## config.mk

```make
export PLATFORM = sky130hd
export DESIGN_NAME = bracket_csv_packet_parser
export DESIGN_NICKNAME = d
export VERILOG_FILES = /design/src/rtl/bcpp_pkg.sv /design/src/rtl/bcpp_store.sv /design/src/rtl/bcpp_splitter.sv /design/src/rtl/bracket_csv_packet_parser.sv
export VERILOG_INCLUDE_DIRS = /design/src /design/src/rtl
export SDC_FILE = /design/constraint.sdc
export NUM_CORES = 1
export LEC_CHECK = 0
export BUFFER_PORTS_ARGS = -buffer_cell sky130_fd_sc_hd__buf_4
export CAP_MARGIN = 25
export CORE_ASPECT_RATIO = 1.1
export CORE_MARGIN = 4
export CORE_UTILIZATION = 55
export DETAILED_ROUTE_END_ITERATION = 8
export PLACE_DENSITY = 0.74
export REMOVE_ABC_BUFFERS = 1
export SLEW_MARGIN = 25
export SYNTH_ARGS = -nofsm -noshare
export SYNTH_HDL_FRONTEND = slang
export SYNTH_SLANG_ARGS = --single-unit
```

## constraint.sdc

```tcl
create_clock -name clk -period 7.9 [get_ports clk]
set_input_delay 0 -clock clk [delete_from_list [all_inputs] [get_ports clk]]
set_output_delay 0 -clock clk [all_outputs]
set_load 0.05 [all_outputs]
```

## src/rtl/bracket_csv_packet_parser_macros.svh

```systemverilog
// assertion macros for the bracketed packet parser
`ifndef BRACKET_CSV_PACKET_PARSER_MACROS_SVH
`define BRACKET_CSV_PACKET_PARSER_MACROS_SVH

`ifndef SYNTH
// implication in the same cycle
`define BCPP_ASSERT_SAME(lbl, ante, cons) \
    lbl: assert property (@(posedge clk) disable iff (!rst_n) (ante) |-> (cons)) \
        else $error("bcpp assertion failed");
// implication in the following cycle
`define BCPP_ASSERT_NEXT(lbl, ante, cons) \
    lbl: assert property (@(posedge clk) disable iff (!rst_n) (ante) |=> (cons)) \
        else $error("bcpp assertion failed");
`else
`define BCPP_ASSERT_SAME(lbl, ante, cons)
`define BCPP_ASSERT_NEXT(lbl, ante, cons)
`endif

`endif

```

## src/rtl/bcpp_pkg.sv

```systemverilog
package bcpp_pkg;

    // default sizes
    localparam int BUF_LEN_DEF    = 64;
    localparam int MAX_FIELDS_DEF = 8;
    localparam int FIELD_LEN_DEF  = 16;

    // framing characters
    localparam logic [7:0] OPEN_CH  = 8'h5B;
    localparam logic [7:0] CLOSE_CH = 8'h5D;
    localparam logic [7:0] SEP_CH   = 8'h2C;

    // request codes
    localparam logic REQ_BYTE  = 1'b0;
    localparam logic REQ_RESET = 1'b1;

    // result kinds
    localparam logic KIND_CHAR    = 1'b0;
    localparam logic KIND_SUMMARY = 1'b1;

    typedef struct packed {
        logic       req_type;
        logic [7:0] byte_value;
    } req_t;

    typedef struct packed {
        logic       result_kind;
        logic [2:0] field_index;
        logic [3:0] char_position;
        logic [7:0] char_value;
        logic [3:0] field_count;
        logic       packet_valid;
        logic       last_of_run;
    } res_t;

endpackage

```

## src/rtl/bcpp_store.sv

```systemverilog
module bcpp_store #(
    parameter int DEPTH = bcpp_pkg::BUF_LEN_DEF - 1,
    parameter int AW    = 6
) (
    input  logic          clk,
    input  logic          wr_en,
    input  logic [AW-1:0] wr_addr,
    input  logic [7:0]    wr_data,
    input  logic [AW-1:0] rd_addr,
    output logic [7:0]    rd_data
);
    import bcpp_pkg::*;

    logic [7:0] mem [DEPTH];
    logic [7:0] rd_data_reg;

    // byte store, one write and one registered read per cycle
    always_ff @(posedge clk)
    begin
        if (wr_en)
        begin
            mem[wr_addr] <= wr_data;
        end
        rd_data_reg <= mem[rd_addr];
    end

    assign rd_data = rd_data_reg;

endmodule

```

## src/rtl/bcpp_splitter.sv

```systemverilog
`include "bracket_csv_packet_parser_macros.svh"

module bcpp_splitter #(
    parameter int MAX_FIELDS = bcpp_pkg::MAX_FIELDS_DEF,
    parameter int FIELD_LEN  = bcpp_pkg::FIELD_LEN_DEF,
    parameter int LW         = 6,
    parameter int AW         = 6
) (
    input  logic           clk,
    input  logic           rst_n,
    input  logic           start,
    input  logic [LW-1:0]  start_len,
    output logic [AW-1:0]  rd_addr,
    input  logic [7:0]     rd_data,
    output logic           busy,
    output logic           out_valid,
    input  logic           out_ready,
    output bcpp_pkg::res_t out_item
);
    import bcpp_pkg::*;

    localparam int FW = $clog2(MAX_FIELDS + 1);
    localparam int CW = $clog2(FIELD_LEN);

    localparam logic [2:0] S_IDLE  = 3'd0;
    localparam logic [2:0] S_READ  = 3'd1;
    localparam logic [2:0] S_EVAL  = 3'd2;
    localparam logic [2:0] S_SUM   = 3'd3;
    localparam logic [2:0] S_DRAIN = 3'd4;

    logic [2:0]    state_reg, state_next;
    logic [LW-1:0] len_reg, len_next;
    logic [LW-1:0] idx_reg, idx_next;
    logic [FW-1:0] fidx_reg, fidx_next;
    logic [CW-1:0] cidx_reg, cidx_next;
    logic          out_valid_reg, out_valid_next;
    res_t          out_item_reg, out_item_next;

    logic          out_free;
    logic          is_sep;
    logic [FW-1:0] fidx_after;
    logic [LW-1:0] idx_inc;
    logic [FW-1:0] count;

    assign out_free   = !out_valid_reg || out_ready;
    assign is_sep     = (rd_data == SEP_CH);
    assign fidx_after = is_sep ? fidx_reg + FW'(1) : fidx_reg;
    assign idx_inc    = idx_reg + LW'(1);
    assign count      = ((fidx_reg < FW'(MAX_FIELDS)) && (cidx_reg != '0))
                        ? fidx_reg + FW'(1) : fidx_reg;

    // sequencer: read a byte, evaluate it, emit at most one result per step
    always_comb
    begin
        state_next     = state_reg;
        len_next       = len_reg;
        idx_next       = idx_reg;
        fidx_next      = fidx_reg;
        cidx_next      = cidx_reg;
        out_valid_next = out_valid_reg && !out_ready;
        out_item_next  = out_item_reg;
        unique case (state_reg)
            S_IDLE:
            begin
                if (start)
                begin
                    len_next   = start_len;
                    idx_next   = '0;
                    fidx_next  = '0;
                    cidx_next  = '0;
                    state_next = (start_len == '0) ? S_SUM : S_READ;
                end
            end
            S_READ:
            begin
                state_next = S_EVAL;
            end
            S_EVAL:
            begin
                if (out_free)
                begin
                    if (is_sep)
                    begin
                        fidx_next = fidx_after;
                        cidx_next = '0;
                    end
                    else if (cidx_reg < CW'(FIELD_LEN - 1))
                    begin
                        out_valid_next              = 1'b1;
                        out_item_next.result_kind   = KIND_CHAR;
                        out_item_next.field_index   = 3'(fidx_reg);
                        out_item_next.char_position = 4'(cidx_reg);
                        out_item_next.char_value    = rd_data;
                        out_item_next.field_count   = '0;
                        out_item_next.packet_valid  = 1'b0;
                        out_item_next.last_of_run   = 1'b0;
                        cidx_next                   = cidx_reg + CW'(1);
                    end
                    idx_next   = idx_inc;
                    state_next = ((idx_inc < len_reg) && (fidx_after < FW'(MAX_FIELDS)))
                                 ? S_READ : S_SUM;
                end
            end
            S_SUM:
            begin
                if (out_free)
                begin
                    out_valid_next              = 1'b1;
                    out_item_next.result_kind   = KIND_SUMMARY;
                    out_item_next.field_index   = '0;
                    out_item_next.char_position = '0;
                    out_item_next.char_value    = '0;
                    out_item_next.field_count   = 4'(count);
                    out_item_next.packet_valid  = (count != '0);
                    out_item_next.last_of_run   = 1'b1;
                    state_next                  = S_DRAIN;
                end
            end
            S_DRAIN:
            begin
                if (out_ready)
                begin
                    state_next = S_IDLE;
                end
            end
            default:
            begin
                state_next = S_IDLE;
            end
        endcase
    end

    // control registers
    always_ff @(posedge clk or negedge rst_n)
    begin
        if (!rst_n)
        begin
            state_reg     <= S_IDLE;
            out_valid_reg <= 1'b0;
            len_reg       <= '0;
            idx_reg       <= '0;
            fidx_reg      <= '0;
            cidx_reg      <= '0;
        end
        else
        begin
            state_reg     <= state_next;
            out_valid_reg <= out_valid_next;
            len_reg       <= len_next;
            idx_reg       <= idx_next;
            fidx_reg      <= fidx_next;
            cidx_reg      <= cidx_next;
        end
    end

    // result payload register
    always_ff @(posedge clk)
    begin
        out_item_reg <= out_item_next;
    end

    assign rd_addr   = AW'(idx_reg);
    assign busy      = (state_reg != S_IDLE);
    assign out_valid = out_valid_reg;
    assign out_item  = out_item_reg;

    `BCPP_ASSERT_SAME(a_idle_no_result, state_reg == S_IDLE, !out_valid_reg)
    `BCPP_ASSERT_SAME(a_summary_in_drain, out_valid_reg && out_item_reg.last_of_run,
                      state_reg == S_DRAIN)
    `BCPP_ASSERT_SAME(a_field_bound, state_reg != S_IDLE, fidx_reg <= FW'(MAX_FIELDS))

endmodule

```

## src/rtl/bracket_csv_packet_parser.sv

```systemverilog
// channel | handshake               | payload
// --------+-------------------------+---------------------------
// in      | in_valid / in_ready     | in_item  (bcpp_pkg::req_t)
// out     | out_valid / out_ready   | out_item (bcpp_pkg::res_t)
//
// a data byte or reset request is taken whenever in_valid and in_ready are both high
// a closing bracket starts the split: each stored byte is read from the store
// (S_READ), then compared and counted (S_EVAL), then the summary is sent (S_SUM)
// and transferred (S_DRAIN); S_EVAL and S_SUM wait while out_ready stalls
// in_ready is low from the closing bracket until the summary is transferred
// rst_n clears frame state, length and sequencer; stored bytes are not cleared
`include "bracket_csv_packet_parser_macros.svh"

module bracket_csv_packet_parser #(
    parameter int BUF_LEN    = bcpp_pkg::BUF_LEN_DEF,
    parameter int MAX_FIELDS = bcpp_pkg::MAX_FIELDS_DEF,
    parameter int FIELD_LEN  = bcpp_pkg::FIELD_LEN_DEF
) (
    input  logic           clk,
    input  logic           rst_n,
    input  logic           in_valid,
    output logic           in_ready,
    input  bcpp_pkg::req_t in_item,
    output logic           out_valid,
    input  logic           out_ready,
    output bcpp_pkg::res_t out_item
);
    import bcpp_pkg::*;

    localparam int DEPTH = BUF_LEN - 1;
    localparam int AW    = (DEPTH > 1) ? $clog2(DEPTH) : 1;
    localparam int LW    = $clog2(BUF_LEN);

    logic          frame_reg, frame_next;
    logic [LW-1:0] len_reg, len_next;
    logic          in_fire;
    logic          wr_en;
    logic          start;
    logic          busy;
    logic [AW-1:0] rd_addr;
    logic [7:0]    rd_data;

    assign in_ready = !busy;
    assign in_fire  = in_valid && in_ready;

    // framing: wait for open bracket, store bytes, start split on close, drop frame on overflow or reset
    always_comb
    begin
        frame_next = frame_reg;
        len_next   = len_reg;
        wr_en      = 1'b0;
        start      = 1'b0;
        if (in_fire)
        begin
            priority if (in_item.req_type == REQ_RESET)
            begin
                frame_next = 1'b0;
                len_next   = '0;
            end
            else if (!frame_reg)
            begin
                if (in_item.byte_value == OPEN_CH)
                begin
                    frame_next = 1'b1;
                    len_next   = '0;
                end
            end
            else if (in_item.byte_value == CLOSE_CH)
            begin
                start      = 1'b1;
                frame_next = 1'b0;
                len_next   = '0;
            end
            else if (len_reg < LW'(BUF_LEN - 1))
            begin
                wr_en    = 1'b1;
                len_next = len_reg + LW'(1);
            end
            else
            begin
                frame_next = 1'b0;
                len_next   = '0;
            end
        end
    end

    always_ff @(posedge clk or negedge rst_n)
    begin
        if (!rst_n)
        begin
            frame_reg <= 1'b0;
            len_reg   <= '0;
        end
        else
        begin
            frame_reg <= frame_next;
            len_reg   <= len_next;
        end
    end

    // packet byte store
    bcpp_store #(
        .DEPTH (DEPTH),
        .AW    (AW)
    ) u_store (
        .clk     (clk),
        .wr_en   (wr_en),
        .wr_addr (AW'(len_reg)),
        .wr_data (in_item.byte_value),
        .rd_addr (rd_addr),
        .rd_data (rd_data)
    );

    // field splitter with result register
    bcpp_splitter #(
        .MAX_FIELDS (MAX_FIELDS),
        .FIELD_LEN  (FIELD_LEN),
        .LW         (LW),
        .AW         (AW)
    ) u_splitter (
        .clk       (clk),
        .rst_n     (rst_n),
        .start     (start),
        .start_len (len_reg),
        .rd_addr   (rd_addr),
        .rd_data   (rd_data),
        .busy      (busy),
        .out_valid (out_valid),
        .out_ready (out_ready),
        .out_item  (out_item)
    );

    `BCPP_ASSERT_SAME(a_len_bound, frame_reg, len_reg <= LW'(BUF_LEN - 1))
    `BCPP_ASSERT_NEXT(a_start_blocks_input, start, !in_ready)
    `BCPP_ASSERT_SAME(a_write_in_frame, wr_en, frame_reg && in_fire)

endmodule
```

==> results.sh, run 1 <==
export IMPL_status="finished, violations left"
export IMPL_violations="negative hold slack"
export IMPL_slew_headroom=0.306
export IMPL_fp_dieArea_mm2=0.0443
export IMPL_place_congestion=0.871
export IMPL_grt_pass1_vias=11639
export IMPL_final_area_mm2=0.0250
export IMPL_synth_area_top_cells="edfxtp_1, mux4_2, dfrtp_1"
export IMPL_holdBufCountCts=6
export IMPL_synthAdderAreaFrac=0.00611
export IMPL_synth_simple_area_share=0.0533
export IMPL_worst_hold_path_type="primary input to flop"
export IMPL_final_min_clock_period_ns=3.68
export IMPL_syn_avg_cell_area_um2=18.9
export IMPL_ys_ff_latch=564
export IMPL_clock_latency_ns=0.59
export IMPL_rsz0062_at_grt="no"
export IMPL_period_share=0.466
export IMPL_fmax_mhz=272
export IMPL_synth_mux_area_frac=0.133
export IMPL_cts_root_buffer="clkbuf_16"
export IMPL_grt_overflow=0
export IMPL_rows=77
export IMPL_finalSetupTns_ns=0
export IMPL_synth_top_area_cell="edfxtp_1"
export IMPL_cts_num_sinks=564
export IMPL_cts_htree_levels=2
export IMPL_hold_ws_ns=-0.0140
export IMPL_die_y_um=220
export IMPL_layout_nets=1267
export IMPL_first_pass_iters=5
export IMPL_start_kind="flop"
export IMPL_synth_edff_count=525
export IMPL_postCtsSetupRepairBufs=0
export IMPL_grt_max_degree=70
export IMPL_area_growth_syn_to_layout_pct=10.8
export IMPL_cts_buffer_depth=3
export IMPL_largest_reg_flops=504
export IMPL_synth_compound_area_share=0.0448
export IMPL_p_leak_uw=0.00795
export IMPL_antenna_cells_inserted=0
export IMPL_clkSlewWorstSetupHoldPaths_ns=0.06
export IMPL_finClkSkew_ns=0.0206
export IMPL_synth_xor_xnor_area_share=0.00272
export IMPL_synth_flop_cell="edfxtp_1"
export IMPL_postPlaceCellArea_mm2=0.0232
export IMPL_async_flop_share=0.0550
export IMPL_syn_area_mm2=0.0225
export IMPL_yosys_area_top_type_share=0.700
export IMPL_post_drt_wl_per_cell_um=27.9
export IMPL_synth_cell_types=68
export IMPL_cellPowerDensity_mw_per_mm2=305
export IMPL_routed_wl_um=50100
export IMPL_start_util=0.558
export IMPL_via_per_inst=6.48
export IMPL_cts_buffers=52
export IMPL_hold_violations=14
export IMPL_grtUsageTotal=0.228
export IMPL_io_pins=37
export IMPL_synth_top_family_by_area="multiplexers"
export IMPL_cts_tree="done"
export IMPL_crit_fanout=69
export IMPL_setup_violations_final=0
export IMPL_vdd_drop_max_mv=0.186
export IMPL_yosys_warnings=0
export IMPL_fp_dieW_um=201
export IMPL_post_cts_resized=0
export IMPL_critPathRequiredTime_ns=8.37
export IMPL_grt_pass1_wl_um=75600
export IMPL_endpoint_kind="flop"
export IMPL_slew_viol_final=0
export IMPL_coreArea_mm2=0.0404
export IMPL_io_buffers=36
export IMPL_crit_type="flop to flop"
export IMPL_drive_above_1_share=0.209
export IMPL_maxCapViolCount=0
export IMPL_worstMarginPinSlew_ns=1.04
export IMPL_dp_hpwl_um=30000
export IMPL_drtAntennaViolNets=0
export IMPL_yosysMostFrequentCell="edfxtp_1"
export IMPL_vias=11643
export IMPL_drt_iter0_drc=1231
export IMPL_drc=0
export IMPL_ys_seq_area_frac=0.741
export IMPL_synthTopCellsByCount="edfxtp_1, mux4_2, nor2_1, nand2_1, o21ai_0"
export IMPL_synth_cells=1192
export IMPL_cp_arrival_ns=4.16
export IMPL_antenna_found_initial=0
## cell usage in the layout, fill, tap and decap left out, types with 6 or more instances in the layout
master     count
a211oi_1      10
a21oi_1       18
clkinv_1       6
mux2i_1       27
dfxtp_1        8
clkbuf_16     53
mux4_2       120
a22oi_1       23
clkinv_2       7
nor2b_1       13
ha_1          11
edfxtp_1     525
o21ai_0       36
nand2b_1       8
nor2_1        95
clkbuf_8       7
o41ai_1        7
a22o_1         7
and2_1        17
nand3_1        8
buf_4         52
inv_1         22
clkbuf_1      14
nand2_1       49
dfrtp_1       29
## kinds of logic after synthesis
group,Yosys count
xor gates and xnor gates,7
DFF,564
adders and majority gates,11
muxes,150
and+or+nand+nor,232
AOI/OAI and AO/OA,145
buffers and inverters,83
## layer usage
layer / track usage / routed length (µm) / vias up
met1: 0.324 / 19900 / 5967
met4: 0.0929 / 2170 / 0
met5: 0 / 0 / -
met3: 0.0380 / 4040 / 121
li1: - / - / 4931
met2: 0.362 / 24000 / 624
## critical path, cell delays in order (launching register included)
cell and delay [ns]:
dfrtp_4 1.05, buf_4 0.94, mux4_2 0.43, mux4_2 0.46, nor2_1 0.19, a2111oi_0 0.14
a211o_1 0.26
## worst paths after layout
check | from | to | slack [ns] | cells past startpoint
hold / removal | in_item[5] | u_store.mem[60][5] | -0.01 | 1
min in group asynchronous | rst_n | u_splitter.len_reg[1] | 0.44 | 4
setup reg to reg | u_splitter.rd_addr[1] | u_store.rd_data[1] | 4.22 | 6
setup / recovery | u_splitter.rd_addr[1] | u_store.rd_data[1] | 4.22 | 6
max in group asynchronous | rst_n | u_splitter.rd_addr[1] | 7.26 | 4
hold reg to reg | u_splitter.len_reg[0] | u_splitter.len_reg[0] | 0.52 | 2
## per-stage QoR
stage / worst slack [ns] / std cells / utilization / hold slack [ns] / total power [µW]
after floorplan: 1.10 / 1131 / - / -0.296 / 4830
after global placement: 4.23 / 1696 / 0.576 / -0.0361 / 5230
after detailed placement: 4.22 / 1696 / 0.576 / -0.0364 / 5240
after CTS: 4.23 / 1798 / 0.618 / 0.00304 / 7640
after global routing: 4.06 / 1798 / 0.618 / 0.00703 / 7870
final: 4.22 / 1798 / 0.618 / -0.0140 / 7610
## report_power, final
group / switching [µW] / total, µW / internal, µW / leakage [µW]
Combinational: 944 / 1630 / 690 / 0.00196
Clock: 1060 / 2430 / 1370 / 0.000799
Sequential: 176 / 3550 / 3370 / 0.00519
Total: 2180 / 7610 / 5420 / 0.00795
## final cells by class
type / instances / area (µm²)
Sequential cell: 564 / 16700
Fill cell: 2688 / 15400
Multi-Input combinational cell: 545 / 5420
Clock buffer: 74 / 1480
Tap cell: 513 / 642
Timing Repair Buffer: 58 / 460
Clock inverter: 22 / 174
Inverter: 22 / 82.6
Note: power is estimated with default switching activity, not from simulation.
==> run 2, diff against run 1 <==
- ABC_AREA: default -> 1
- clock period: 7.9 -> 3.78 ns (I/O delays scaled with it)
==> results.sh, run 2 <==
export IMPL_setup_violations_final=0
export IMPL_endpoint_kind="flop"
export IMPL_hold_violations=0
export IMPL_drt_iter0_drc=1834
export IMPL_cp_common_cell="nor2_1"
export IMPL_first_pass_iters=6
export IMPL_yosys_warnings=0
export IMPL_syn_avg_cell_area_um2=11.3
export IMPL_io_pins=37
export IMPL_area_growth_syn_to_layout_pct=10.7
export IMPL_cts_buffers=53
export IMPL_vdd_drop_max_mv=0.384
export IMPL_start_kind="flop"
export IMPL_drc=0
export IMPL_yosysMostFrequentCell="nand2_1"
export IMPL_coreArea_mm2=0.0423
export IMPL_slew_headroom=0.402
export IMPL_hold_start="in_item[3]"
export IMPL_io_buffers=36
export IMPL_ys_seq_area_frac=0.709
export IMPL_synth_area_top_cells="edfxtp_1, nand2_1, nand3_1"
export IMPL_dp_hpwl_um=33600
export IMPL_cp_arrival_ns=2.98
export IMPL_layout_nets=2119
export IMPL_place_congestion=0.919
export IMPL_antenna_cells_inserted=0
export IMPL_clock_latency_ns=0.61
export IMPL_synth_cells=2081
export IMPL_cts_htree_levels=2
export IMPL_grt_overflow=0
export IMPL_finClkSkew_ns=0.0245
export IMPL_finalSetupTns_ns=0
export IMPL_hold_ws_ns=0.0442
export IMPL_drtAntennaViolNets=0
export IMPL_final_area_mm2=0.0261
export IMPL_rsz0062_at_grt="no"
export IMPL_path_cells="ha_1 -> nand3_1 -> nor2_1 -> nor2_2 -> nand2_4 -> nor2_8 -> nand3_4 -> nor2_1"
export IMPL_synthTopCellsByCount="nand2_1, edfxtp_1, nand3_1, nor2_1"
export IMPL_routed_wl_um=56600
export IMPL_cts_tree="done"
export IMPL_holdBufCountCts=10
export IMPL_hold_depth=5
export IMPL_hold_end="u_splitter.len_reg[0]"
export IMPL_pre_cts_slack_ns=1.06
export IMPL_cellPowerDensity_mw_per_mm2=681
export IMPL_async_flop_share=0.0550
export IMPL_maxCapViolCount=0
export IMPL_cts_buffer_depth=3
export IMPL_drive_above_1_share=0.0827
export IMPL_syn_area_mm2=0.0236
export IMPL_clkSlewWorstSetupHoldPaths_ns=0.06
export IMPL_worst_hold_path_type="primary input to flop"
export IMPL_postCtsSetupRepairBufs=0
export IMPL_r2r_cells=8
export IMPL_reg2reg_from="len_reg[0]"
export IMPL_grt_pass1_vias=15272
export IMPL_crit_fanout=8
export IMPL_slowest_delay_ns=0.65
export IMPL_period_share=0.727
export IMPL_fmax_mhz=364
export IMPL_cts_num_sinks=564
export IMPL_synth_cell_types=33
export IMPL_rows=79
export IMPL_final_cell_mix="nand2_1, edfxtp_1, nand3_1"
export IMPL_mostFrequentLayoutCell="nand2_1"
export IMPL_critPathRequiredTime_ns=4.01
export IMPL_synth_flop_cell="edfxtp_1"
export IMPL_worstMarginPinSlew_ns=0.897
export IMPL_cts_root_buffer="clkbuf_16"
export IMPL_post_cts_resized=0
export IMPL_slew_viol_final=0
export IMPL_r2r_end="u_store.mem[8][1]"
export IMPL_grt_pass1_wl_um=86800
export IMPL_grt_max_degree=98
export IMPL_status="finished, final reports clean"
export IMPL_slowest_stage="nor2_1"
export IMPL_synth_edff_count=525
export IMPL_synth_top_area_cell="edfxtp_1"
export IMPL_fp_dieArea_mm2=0.0462
export IMPL_final_min_clock_period_ns=2.75
export IMPL_largest_reg_flops=504
export IMPL_power_uw=17800
export IMPL_worst_slack_ns=1.03
export IMPL_die_y_um=225
export IMPL_yosys_area_top_type_share=0.669
export IMPL_fp_dieW_um=205
export IMPL_grtUsageTotal=0.245
export IMPL_crit_type="flop to flop"
export IMPL_via_per_inst=5.81
export IMPL_post_drt_wl_per_cell_um=20.9
export IMPL_vias=15723
export IMPL_p_leak_uw=0.00967
export IMPL_ys_ff_latch=564
export IMPL_antenna_found_initial=0
export IMPL_postPlaceCellArea_mm2=0.0242
export IMPL_start_util=0.557
export IMPL_rrSetupSlack_ns=1.03
run 2: changes by cell type after synthesis, sizes merged, moves of 9 or more:
cell / delta
nand2: +643
nand3: +440
mux4: -120
buf: +55
inv: +39
mux2i: -27
nor2: +25
a22oi: -23
and2: -17
nor2b: -12
a211oi: -10
a21oi: -9
run 2: worst max path at each step:
stage | startpoint | to | slack [ns] | cells past startpoint
after floorplan | u_splitter.rd_addr[0] | u_store.rd_data[6] | -6.89 | 9
after CTS | len_reg[0] | u_store.mem[31][7] | 1.05 | 8
after detailed placement | len_reg[0] | u_store.mem[31][7] | 1.06 | 8
after global routing | len_reg[0] | u_store.mem[52][4] | 0.91 | 8
after global placement | len_reg[0] | u_store.mem[31][6] | 1.19 | 8
final | len_reg[0] | u_store.mem[8][1] | 1.03 | 8
run 2: final cells by class:
cell class / instances / area, µm²
clock buffers: 70 / 1500
clock inverters: 30 / 249
well taps: 567 / 709
inverters: 63 / 244
multi-input cells: 1343 / 6080
flip-flops and latches: 564 / 16700
repair buffers: 70 / 598
fillers: 3294 / 16200
run 2: power breakdown:
group | internal (µW) | total (µW) | switching [µW]
logic | 1450 | 5190 | 3740
clock network | 3060 | 5310 | 2250
registers | 7060 | 7270 | 217
run 2: routing by layer:
| layer | global-route usage | vias up | share of wire |
|---|---|---|---|
| li1 | - | 7236 | - |
| met1 | 0.328 | 7535 | 0.39 |
| met2 | 0.398 | 812 | 0.48 |
| met3 | 0.0459 | 140 | 0.094 |
| met4 | 0.103 | 0 | 0.040 |
| met5 | 0 | - | 0 |
run 2: logic make-up (layout without fill, tap and decap cells):
logic type      count (synthesis)  in the layout  synth area share
simple gates                 1281           1281             0.239
flops                         564            564             0.709
buf+inv                       174            233            0.0337
compound gates                 41             41           0.00902
fa+ha+maj                      11             11           0.00584
xor+xnor                       10             10           0.00372
run 2: critical path: cells and delay by family, from the launching register on:
family	cells	cell delay, ns
flops	1	0.48
fa+ha+maj	1	0.27
simple gates	7	1.62
run 2: stage by stage:
stage,util,cells
2_1_floorplan,-,1970
3_3_place_gp,0.573,2597
3_5_place_dp,0.573,2597
4_1_cts,0.617,2707
5_1_grt,0.617,2707
6_report,0.617,2707
